File: config.mk
export PLATFORM = sky130hd
export DESIGN_NAME = sorted_deadline_timer_queue_top_flat
export DESIGN_NICKNAME = d
export VERILOG_FILES = /design/src/rtl/sdtq_pkg.sv /design/src/rtl/sdtq_req_if.sv /design/src/rtl/sdtq_rsp_if.sv /design/src/rtl/sorted_deadline_timer_queue_top.sv /design/src/flat_wrapper.sv
export SDC_FILE = /design/constraint.sdc
export NUM_CORES = 1
export LEC_CHECK = 0
export BUFFER_PORTS_ARGS = -buffer_cell sky130_fd_sc_hd__clkbuf_2
export CAP_MARGIN = 20
export CORE_MARGIN = 3
export CORE_UTILIZATION = 50
export CTS_CLUSTER_DIAMETER = 30
export DETAILED_ROUTE_END_ITERATION = 6
export PLACE_DENSITY = 0.66
export SLEW_MARGIN = 10
export SYNTH_ARGS = -nofsm -noshare
export SYNTH_HDL_FRONTEND = slang
export SYNTH_SLANG_ARGS = --single-unit
File: constraint.sdc
create_clock -name clock -period 9.4 [get_ports clock]
set_clock_uncertainty 0.15 [all_clocks]
set_input_delay 1.88 -clock clock [delete_from_list [all_inputs] [get_ports clock]]
set_output_delay 1.88 -clock clock [all_outputs]
set_load 0.01 [all_outputs]
File: src/rtl/sdtq_pkg.sv
// Package with the constants, codes and types of the sorted deadline timer queue.
package sdtq_pkg;

   localparam int DEPTH     = 16;
   localparam int TIME_BITS = 32;
   localparam int IDX_BITS  = $clog2(DEPTH);
   localparam int OCC_BITS  = $clog2(DEPTH + 1);

   typedef enum logic [1:0] {
      CMD_ADD    = 2'd0,
      CMD_ADJUST = 2'd1,
      CMD_DELETE = 2'd2,
      CMD_TICK   = 2'd3
   } command_type;

   typedef enum logic [1:0] {
      STATUS_OK        = 2'd0,
      STATUS_FULL      = 2'd1,
      STATUS_NOT_FOUND = 2'd2,
      STATUS_DUPLICATE = 2'd3
   } status_type;

   typedef enum logic {
      KIND_STATUS  = 1'b0,
      KIND_EXPIRED = 1'b1
   } kind_type;

   typedef struct packed {
      logic [7:0]           id;
      logic [TIME_BITS-1:0] expiry;
   } entry_type;

   typedef enum logic [3:0] {
      S_IDLE,
      S_FIND_RD,
      S_FIND_CHK,
      S_POS_RD,
      S_POS_CHK,
      S_RM_STEP,
      S_RM_WR,
      S_INS_STEP,
      S_INS_WR,
      S_TICK_RD,
      S_TICK_CHK,
      S_TICK_END,
      S_RESP
   } state_type;

endpackage

File: src/rtl/sdtq_req_if.sv
// Request channel of the sorted deadline timer queue.
interface sdtq_req_if;
   logic        valid;
   logic        ready;
   logic [1:0]  command;
   logic [7:0]  timer_id;
   logic [31:0] expire_time;
   logic [31:0] current_time;

   modport source (output valid, command, timer_id, expire_time, current_time, input ready);
   modport sink (input valid, command, timer_id, expire_time, current_time, output ready);
endinterface

File: src/rtl/sdtq_rsp_if.sv
// Result channel of the sorted deadline timer queue.
interface sdtq_rsp_if;
   logic        valid;
   logic        ready;
   logic        result_kind;
   logic [1:0]  status;
   logic [7:0]  reported_id;
   logic [31:0] reported_expire;
   logic        last;

   modport source (output valid, result_kind, status, reported_id, reported_expire, last,
                   input ready);
   modport sink (input valid, result_kind, status, reported_id, reported_expire, last,
                 output ready);
endinterface

File: src/rtl/sorted_deadline_timer_queue_top.sv
// Sorted deadline timer queue: a sorted list of timers held in one memory.
//
//   channel  direction  carries
//   req      in         command, timer_id, expire_time, current_time
//   rsp      out        result_kind, status, reported_id, reported_expire, last
//
// Every list step is a memory read and a use of its registered data, so a search
// visits the slots one at a time and a shift moves them one at a time.
// Reset empties the queue at once; the memory itself is not cleared.
// A result waits in an output register; a new request is taken while it waits, and the
// sequencer stalls only when it must load the next result into that busy register.
module sorted_deadline_timer_queue_top (
   input  logic       clock,
   input  logic       reset,
   sdtq_req_if.sink   req,
   sdtq_rsp_if.source rsp
);

   localparam int TB = sdtq_pkg::TIME_BITS;
   localparam int IB = sdtq_pkg::IDX_BITS;
   localparam int OB = sdtq_pkg::OCC_BITS;
   localparam logic [OB-1:0] FULL_COUNT = OB'(sdtq_pkg::DEPTH);

   sdtq_pkg::entry_type mem [sdtq_pkg::DEPTH];
   sdtq_pkg::entry_type rd_ff;
   logic [IB-1:0]       rd_addr;
   logic                wr_en;
   logic [IB-1:0]       wr_addr;
   sdtq_pkg::entry_type wr_data;

   sdtq_pkg::state_type   state_ff, state_in;
   sdtq_pkg::command_type cmd_ff, cmd_in;
   logic [7:0]    id_ff, id_in;
   logic [TB-1:0] exp_ff, exp_in;
   logic [TB-1:0] now_ff, now_in;
   logic [OB-1:0] idx_ff, idx_in;
   logic [OB-1:0] pos_ff, pos_in;
   logic [OB-1:0] occ_ff, occ_in;
   sdtq_pkg::status_type res_status_ff, res_status_in;
   logic [TB-1:0] res_exp_ff, res_exp_in;
   logic          pend_valid_ff, pend_valid_in;
   sdtq_pkg::entry_type pend_ff, pend_in;

   logic          out_valid_ff, out_valid_in;
   logic          out_kind_ff, out_kind_in;
   logic [1:0]    out_status_ff, out_status_in;
   logic [7:0]    out_id_ff, out_id_in;
   logic [TB-1:0] out_exp_ff, out_exp_in;
   logic          out_last_ff, out_last_in;
   logic          load;
   logic [OB-1:0] idx_next;
   logic [OB-1:0] idx_prev;

   assign idx_next = idx_ff + OB'(1);
   assign idx_prev = idx_ff - OB'(1);

   always_ff @(posedge clock) begin
      if (wr_en) begin
         mem[wr_addr] <= wr_data;
      end
      rd_ff <= mem[rd_addr];
   end

   always_comb begin
      state_in      = state_ff;
      cmd_in        = cmd_ff;
      id_in         = id_ff;
      exp_in        = exp_ff;
      now_in        = now_ff;
      idx_in        = idx_ff;
      pos_in        = pos_ff;
      occ_in        = occ_ff;
      res_status_in = res_status_ff;
      res_exp_in    = res_exp_ff;
      pend_valid_in = pend_valid_ff;
      pend_in       = pend_ff;
      rd_addr       = idx_ff[IB-1:0];
      wr_en         = 1'b0;
      wr_addr       = idx_ff[IB-1:0];
      wr_data       = rd_ff;
      load          = 1'b0;
      out_kind_in   = out_kind_ff;
      out_status_in = out_status_ff;
      out_id_in     = out_id_ff;
      out_exp_in    = out_exp_ff;
      out_last_in   = out_last_ff;
      req.ready     = 1'b0;

      unique case (state_ff)
         sdtq_pkg::S_IDLE: begin
            req.ready = 1'b1;
            if (req.valid) begin
               cmd_in = sdtq_pkg::command_type'(req.command);
               id_in  = req.timer_id;
               exp_in = req.expire_time[TB-1:0];
               now_in = req.current_time[TB-1:0];
               idx_in = '0;
               if (sdtq_pkg::command_type'(req.command) == sdtq_pkg::CMD_TICK) begin
                  state_in = sdtq_pkg::S_TICK_RD;
               end else begin
                  state_in = sdtq_pkg::S_FIND_RD;
               end
            end
         end
         sdtq_pkg::S_FIND_RD: begin
            if (idx_ff == occ_ff) begin
               res_exp_in = exp_ff;
               if (cmd_ff == sdtq_pkg::CMD_ADD) begin
                  if (occ_ff == FULL_COUNT) begin
                     res_status_in = sdtq_pkg::STATUS_FULL;
                     state_in      = sdtq_pkg::S_RESP;
                  end else begin
                     idx_in   = '0;
                     state_in = sdtq_pkg::S_POS_RD;
                  end
               end else begin
                  res_status_in = sdtq_pkg::STATUS_NOT_FOUND;
                  if (cmd_ff == sdtq_pkg::CMD_DELETE) begin
                     res_exp_in = '0;
                  end
                  state_in = sdtq_pkg::S_RESP;
               end
            end else begin
               state_in = sdtq_pkg::S_FIND_CHK;
            end
         end
         sdtq_pkg::S_FIND_CHK: begin
            if (rd_ff.id == id_ff) begin
               if (cmd_ff == sdtq_pkg::CMD_ADD) begin
                  res_status_in = sdtq_pkg::STATUS_DUPLICATE;
                  res_exp_in    = exp_ff;
                  state_in      = sdtq_pkg::S_RESP;
               end else begin
                  res_exp_in = rd_ff.expiry;
                  state_in   = sdtq_pkg::S_RM_STEP;
               end
            end else begin
               idx_in   = idx_next;
               state_in = sdtq_pkg::S_FIND_RD;
            end
         end
         sdtq_pkg::S_POS_RD: begin
            if (idx_ff == occ_ff) begin
               pos_in   = occ_ff;
               state_in = sdtq_pkg::S_INS_STEP;
            end else begin
               state_in = sdtq_pkg::S_POS_CHK;
            end
         end
         sdtq_pkg::S_POS_CHK: begin
            if (rd_ff.expiry <= exp_ff) begin
               idx_in   = idx_next;
               state_in = sdtq_pkg::S_POS_RD;
            end else begin
               pos_in   = idx_ff;
               idx_in   = occ_ff;
               state_in = sdtq_pkg::S_INS_STEP;
            end
         end
         sdtq_pkg::S_RM_STEP: begin
            // Slots above the removed one move down one place.
            rd_addr = idx_next[IB-1:0];
            if (idx_next >= occ_ff) begin
               occ_in = occ_ff - OB'(1);
               idx_in = '0;
               unique case (cmd_ff)
                  sdtq_pkg::CMD_ADJUST: state_in = sdtq_pkg::S_POS_RD;
                  sdtq_pkg::CMD_TICK:   state_in = sdtq_pkg::S_TICK_RD;
                  default: begin
                     res_status_in = sdtq_pkg::STATUS_OK;
                     state_in      = sdtq_pkg::S_RESP;
                  end
               endcase
               if (cmd_ff == sdtq_pkg::CMD_ADJUST) begin
                  res_exp_in = exp_ff;
               end
            end else begin
               state_in = sdtq_pkg::S_RM_WR;
            end
         end
         sdtq_pkg::S_RM_WR: begin
            wr_en    = 1'b1;
            idx_in   = idx_next;
            state_in = sdtq_pkg::S_RM_STEP;
         end
         sdtq_pkg::S_INS_STEP: begin
            // Slots from the insertion point up move one place, top first.
            rd_addr = idx_prev[IB-1:0];
            if (idx_ff == pos_ff) begin
               wr_en          = 1'b1;
               wr_data.id     = id_ff;
               wr_data.expiry = exp_ff;
               occ_in         = occ_ff + OB'(1);
               res_status_in  = sdtq_pkg::STATUS_OK;
               res_exp_in     = exp_ff;
               state_in       = sdtq_pkg::S_RESP;
            end else begin
               state_in = sdtq_pkg::S_INS_WR;
            end
         end
         sdtq_pkg::S_INS_WR: begin
            wr_en    = 1'b1;
            idx_in   = idx_prev;
            state_in = sdtq_pkg::S_INS_STEP;
         end
         sdtq_pkg::S_TICK_RD: begin
            idx_in = '0;
            if (occ_ff == '0) begin
               state_in = sdtq_pkg::S_TICK_END;
            end else begin
               state_in = sdtq_pkg::S_TICK_CHK;
            end
         end
         sdtq_pkg::S_TICK_CHK: begin
            // The previous expired timer is held back until it is known whether it is last.
            if (rd_ff.expiry <= now_ff) begin
               if (!(pend_valid_ff && out_valid_ff)) begin
                  if (pend_valid_ff) begin
                     load          = 1'b1;
                     out_kind_in   = sdtq_pkg::KIND_EXPIRED;
                     out_status_in = sdtq_pkg::STATUS_OK;
                     out_id_in     = pend_ff.id;
                     out_exp_in    = pend_ff.expiry;
                     out_last_in   = 1'b0;
                  end
                  pend_valid_in = 1'b1;
                  pend_in       = rd_ff;
                  state_in      = sdtq_pkg::S_RM_STEP;
               end
            end else begin
               state_in = sdtq_pkg::S_TICK_END;
            end
         end
         sdtq_pkg::S_TICK_END: begin
            if (!pend_valid_ff) begin
               state_in = sdtq_pkg::S_IDLE;
            end else if (!out_valid_ff) begin
               load          = 1'b1;
               out_kind_in   = sdtq_pkg::KIND_EXPIRED;
               out_status_in = sdtq_pkg::STATUS_OK;
               out_id_in     = pend_ff.id;
               out_exp_in    = pend_ff.expiry;
               out_last_in   = 1'b1;
               pend_valid_in = 1'b0;
               state_in      = sdtq_pkg::S_IDLE;
            end
         end
         sdtq_pkg::S_RESP: begin
            if (!out_valid_ff) begin
               load          = 1'b1;
               out_kind_in   = sdtq_pkg::KIND_STATUS;
               out_status_in = res_status_ff;
               out_id_in     = id_ff;
               out_exp_in    = res_exp_ff;
               out_last_in   = 1'b1;
               state_in      = sdtq_pkg::S_IDLE;
            end
         end
         default: state_in = sdtq_pkg::S_IDLE;
      endcase

      if (load) begin
         out_valid_in = 1'b1;
      end else if (rsp.ready) begin
         out_valid_in = 1'b0;
      end else begin
         out_valid_in = out_valid_ff;
      end
   end

   always_ff @(posedge clock) begin
      if (reset) begin
         state_ff      <= sdtq_pkg::S_IDLE;
         occ_ff        <= '0;
         pend_valid_ff <= 1'b0;
         out_valid_ff  <= 1'b0;
      end else begin
         state_ff      <= state_in;
         occ_ff        <= occ_in;
         pend_valid_ff <= pend_valid_in;
         out_valid_ff  <= out_valid_in;
      end
      cmd_ff        <= cmd_in;
      id_ff         <= id_in;
      exp_ff        <= exp_in;
      now_ff        <= now_in;
      idx_ff        <= idx_in;
      pos_ff        <= pos_in;
      res_status_ff <= res_status_in;
      res_exp_ff    <= res_exp_in;
      pend_ff       <= pend_in;
      out_kind_ff   <= out_kind_in;
      out_status_ff <= out_status_in;
      out_id_ff     <= out_id_in;
      out_exp_ff    <= out_exp_in;
      out_last_ff   <= out_last_in;
   end

   assign rsp.valid           = out_valid_ff;
   assign rsp.result_kind     = out_kind_ff;
   assign rsp.status          = out_status_ff;
   assign rsp.reported_id     = out_id_ff;
   assign rsp.reported_expire = 32'(out_exp_ff);
   assign rsp.last            = out_last_ff;

endmodule

File: src/flat_wrapper.sv
// flat-port wrapper written by rule: the top's interface ports become plain ports
module sorted_deadline_timer_queue_top_flat 
  (clock, reset, req_valid, req_command, req_timer_id, req_expire_time, req_current_time, req_ready, rsp_valid, rsp_result_kind, rsp_status, rsp_reported_id, rsp_reported_expire, rsp_last, rsp_ready);
  sdtq_req_if req_i ();
  sdtq_rsp_if rsp_i ();
  input  logic clock;
  input  logic reset;
  input wire logic [$bits(req_i.valid)-1:0] req_valid;
  input wire logic [$bits(req_i.command)-1:0] req_command;
  input wire logic [$bits(req_i.timer_id)-1:0] req_timer_id;
  input wire logic [$bits(req_i.expire_time)-1:0] req_expire_time;
  input wire logic [$bits(req_i.current_time)-1:0] req_current_time;
  output wire logic [$bits(req_i.ready)-1:0] req_ready;
  output wire logic [$bits(rsp_i.valid)-1:0] rsp_valid;
  output wire logic [$bits(rsp_i.result_kind)-1:0] rsp_result_kind;
  output wire logic [$bits(rsp_i.status)-1:0] rsp_status;
  output wire logic [$bits(rsp_i.reported_id)-1:0] rsp_reported_id;
  output wire logic [$bits(rsp_i.reported_expire)-1:0] rsp_reported_expire;
  output wire logic [$bits(rsp_i.last)-1:0] rsp_last;
  input wire logic [$bits(rsp_i.ready)-1:0] rsp_ready;
  assign req_i.valid = req_valid;
  assign req_i.command = req_command;
  assign req_i.timer_id = req_timer_id;
  assign req_i.expire_time = req_expire_time;
  assign req_i.current_time = req_current_time;
  assign req_ready = req_i.ready;
  assign rsp_valid = rsp_i.valid;
  assign rsp_result_kind = rsp_i.result_kind;
  assign rsp_status = rsp_i.status;
  assign rsp_reported_id = rsp_i.reported_id;
  assign rsp_reported_expire = rsp_i.reported_expire;
  assign rsp_last = rsp_i.last;
  assign rsp_i.ready = rsp_ready;
  sorted_deadline_timer_queue_top u_core (.clock(clock), .reset(reset), .req(req_i), .rsp(rsp_i));
endmodule
==> out/metrics.yaml <==
logic_synthesis:
  synth_top_area_share_pct: 69.8
  synthFlopType: "edfxtp_1"
  synthTopCellsByCount: "edfxtp_1, mux4_2, mux2i_1, mux2_2, inv_1"
  synth_nets: 2029
  async_flop_share_pct: 0
  synth_edf_count: 842
  synth_most_common_cell: "edfxtp_1"
  synthTopCellsByArea: "edfxtp_1, mux4_2, mux2i_1"
  synth_cell_types: 75
  syn_inst: 1873
  synth_area_leader_cell: "edfxtp_1"
  syn_avg_cell_area_sq_um: 19.3
  synth_seq_cells: 893
  syn-cell-area_sq_mm: 0.0362
  ys_seq_area_share_pct: 72.7
  synth_warnings: 0
cts:
  clk-insertion-delay-late_ps: 730
  h-tree-depth: 4
  ctsResizeCount: 0
  tritoncts: "built"
  cts_sinks: 893
  clockBufferDepth: 3
  postCtsSetupBuffers: 0
  cts_made_buffers: 156
  holdBufCountCts: 0
  clk_transition_reported_paths_ps: 50
  cts_root_buffer: "clkbuf_16"
place:
  post-dp-hpwl_um: 45400
  place_congestion: 0.855
  dp_slack_ps: 5400
  io_buffers: 123
worst_setup_path:
  path_cells: "or2_2, nor2_1, clkbuf_2"
  start_kind: "flop"
  regToRegSetupSlack_ps: 5370
  worstSetupPathType: "flop to output pin"
  worstRegToRegCells: 5
  crit_fanout: 26
  worst_path_largest_cell_delay_ps: 940
  reg2reg_from: "u_core.state_ff[0]$_SDFFE_PP0P_"
  cpMaxStageDelayCell: "dfxtp_1"
  cp.required_ps: 7370
  r2r-end: "u_core.mem[12][31]$_DFFE_PP_"
  endpoint_kind: "output pin"
  cp.arrival_ps: 2170
detailed_routing:
  via_count: 18900
  post-route-drc-count: 0
  dr.pass1.iters: 5
  drt_iter0_markers: 2177
  ant_nets: 0
  wire_per_inst_um: 26.9
  routed_wl_um: 85600
  vias_per_cell: 5.95
sta:
  worst_pin_slew_ps: 1060
  setup_tns_ps: 0
  maxSlewViolCount: 0
  setup_viol: 0
  max_freq_ghz: 0.238
  post-route-min-period_ps: 4200
  post-route-worst-setup-slack_ps: 5200
  fin_crit_sh_pct: 44.7
  relSlewSlack_pct: 29.0
  hold_viol: 0
  rsz0062_at_grt: "false"
floorplan:
  std_cell_rows: 98
  core_sq_mm: 0.0716
  die_w_um: 275
  start_util_pct: 50.6
  die_h_um: 275
  dieArea_sq_mm: 0.0757
  pin_count: 124
power_and_ir_drop:
  p_int_w: 0.0104
  combPwrFrac_pct: 23.0
  ir_drop_mv: 0.263
  pwr_density_cell_mw_per_mm2: 340
  power.leakage_nw: 15.4
  power_frac_clock_pct: 38.8
  switching_power_w: 0.00436
  p_seq_share_pct: 38.2
  swShare_pct: 29.6
grt:
  grt_usage_pct: 23.1
  antenna_found_initial: 2
  grt_pass1_wl_um: 126000
  first_global_vias: 19400
  overflow: 0
  grt_max_degree: 161
min_path:
  hold_start: "u_core.rd_ff[0]$_DFF_P_"
  holdPathEnd: "u_core.pend_ff[0]$_DFFE_PP_"
  hold_depth: 0
  worstHoldPathType: "flop to flop"
status:
  status: "finished clean"
job:
  cap_violations: 0
cells_and_area:
  drive_gt1_share_pct: 31.1
  area_growth_pct: 19.8
  final_nets: 2248
  fill_cells: 5069
  diodes: 0
[through the flow]
step | hold WS [ps] | util, % | total power (W) | std cells | instance area (sq um)
after floorplan | 258 | - | 0.00807 | 1873 | 36200
after global placement | 278 | 52.9 | 0.00897 | 2883 | 37900
after detailed placement | 279 | 52.9 | 0.00908 | 2883 | 37900
after CTS | 275 | 60.5 | 0.0148 | 3174 | 43400
after global routing | 285 | 60.6 | 0.0154 | 3175 | 43400
final | 283 | 60.6 | 0.0147 | 3175 | 43400
[sequential cells by signal, summed over array words and instances, names as in the netlist, 2 cells and up]
signal and cells:
u_core.cmd_ff 2, u_core.exp_ff 32, u_core.id_ff 8, u_core.idx_ff 5, u_core.mem 640, u_core.now_ff 32
u_core.occ_ff 5, u_core.pend_ff 40, u_core.pos_ff 5, u_core.rd_ff 40, u_core.res_exp_ff 32, u_core.res_status_ff 2
u_core.rsp.reported_expire 32, u_core.rsp.reported_id 8, u_core.rsp.status 2, u_core.state_ff 4
[worst max path at each step]
stage                                    start                                       to  slack (ps)  depth (start not counted)
2_1_floorplan       u_core.now_ff[7]$_DFFE_PP_  u_core.rsp.reported_expire[0]$_DFFE_PP_        5090                          8
3_3_place_gp   u_core.state_ff[0]$_SDFFE_PP0P_               u_core.mem[4][5]$_DFFE_PP_        5470                          5
3_5_place_dp   u_core.state_ff[0]$_SDFFE_PP0P_              u_core.mem[0][25]$_DFFE_PP_        5400                          5
4_1_cts        u_core.state_ff[0]$_SDFFE_PP0P_                                req_ready        5200                          3
5_1_grt        u_core.state_ff[0]$_SDFFE_PP0P_                  u_core.rd_ff[2]$_DFF_P_        5100                          6
6_report       u_core.state_ff[0]$_SDFFE_PP0P_                                req_ready        5200                          3
[cells in the final DEF (no fill, tap or decap), types with 18 or more instances in the layout]
cell type   Yosys  final
edfxtp_1      842    842
mux4_2        160    160
clkbuf_16       0    158
clkbuf_2        0    123
mux2i_1       123    122
mux2_2         82     82
inv_1          78     77
ha_1           77     77
dfxtp_1        51     51
nand2_1        47     47
a21oi_1        38     37
a22o_1         31     31
o21ai_0        28     28
nor2_1         28     27
xnor2_1        27     26
clkinv_2        0     24
inv_6           0     20
bufinv_16       0     20
clkinvlp_4      0     19
nand4_1        18     18
[layout make-up]
type                    count  area, sq um  area share [%]
clock buffers             172         4030            9.28
clock inverters           119         1450            3.33
inverters                  79          297           0.684
multi-input cells         822         9330            21.5
flip-flops and latches    893        26300            60.6
well taps                 950         1190            2.74
repair buffers            140          781            1.80
[cell families after synthesis]
group / synth area share [%]
AO/OA/AOI/OAI: 3.21
adder cells (fa/ha/maj): 2.72
flip-flops: 72.7
XOR/XNOR: 0.771
AND/OR/NAND/NOR: 2.79
buffers and inverters: 1.96
multiplexers: 15.9
[power by group through the flow]
stage | clock network, W | logic (W) | registers, W
2_1_floorplan | 0 | 0.00262 | 0.00545
3_3_place_gp | 0 | 0.00328 | 0.00569
3_5_place_dp | 0 | 0.00339 | 0.00569
4_1_cts | 0.00580 | 0.00341 | 0.00562
5_1_grt | 0.00601 | 0.00371 | 0.00567
6_report | 0.00572 | 0.00339 | 0.00564
[routing by layer]
layer / part of all wire [%] / global-route usage [%] / up-vias
met5: 0 / 0 / -
met4: 2.8 / 8.38 / 0
met3: 8.2 / 6.04 / 166
met2: 47 / 35.2 / 822
met1: 42 / 32.3 / 9813
li1: - / - / 8106
[worst max-delay path: cells and delay by family (launching register included)]
kind	cells	cell delay [ps]
buf+inv	1	130
simple gates	2	380
flops	1	940
No activity file was read; power rests on OpenSTA's default activity.
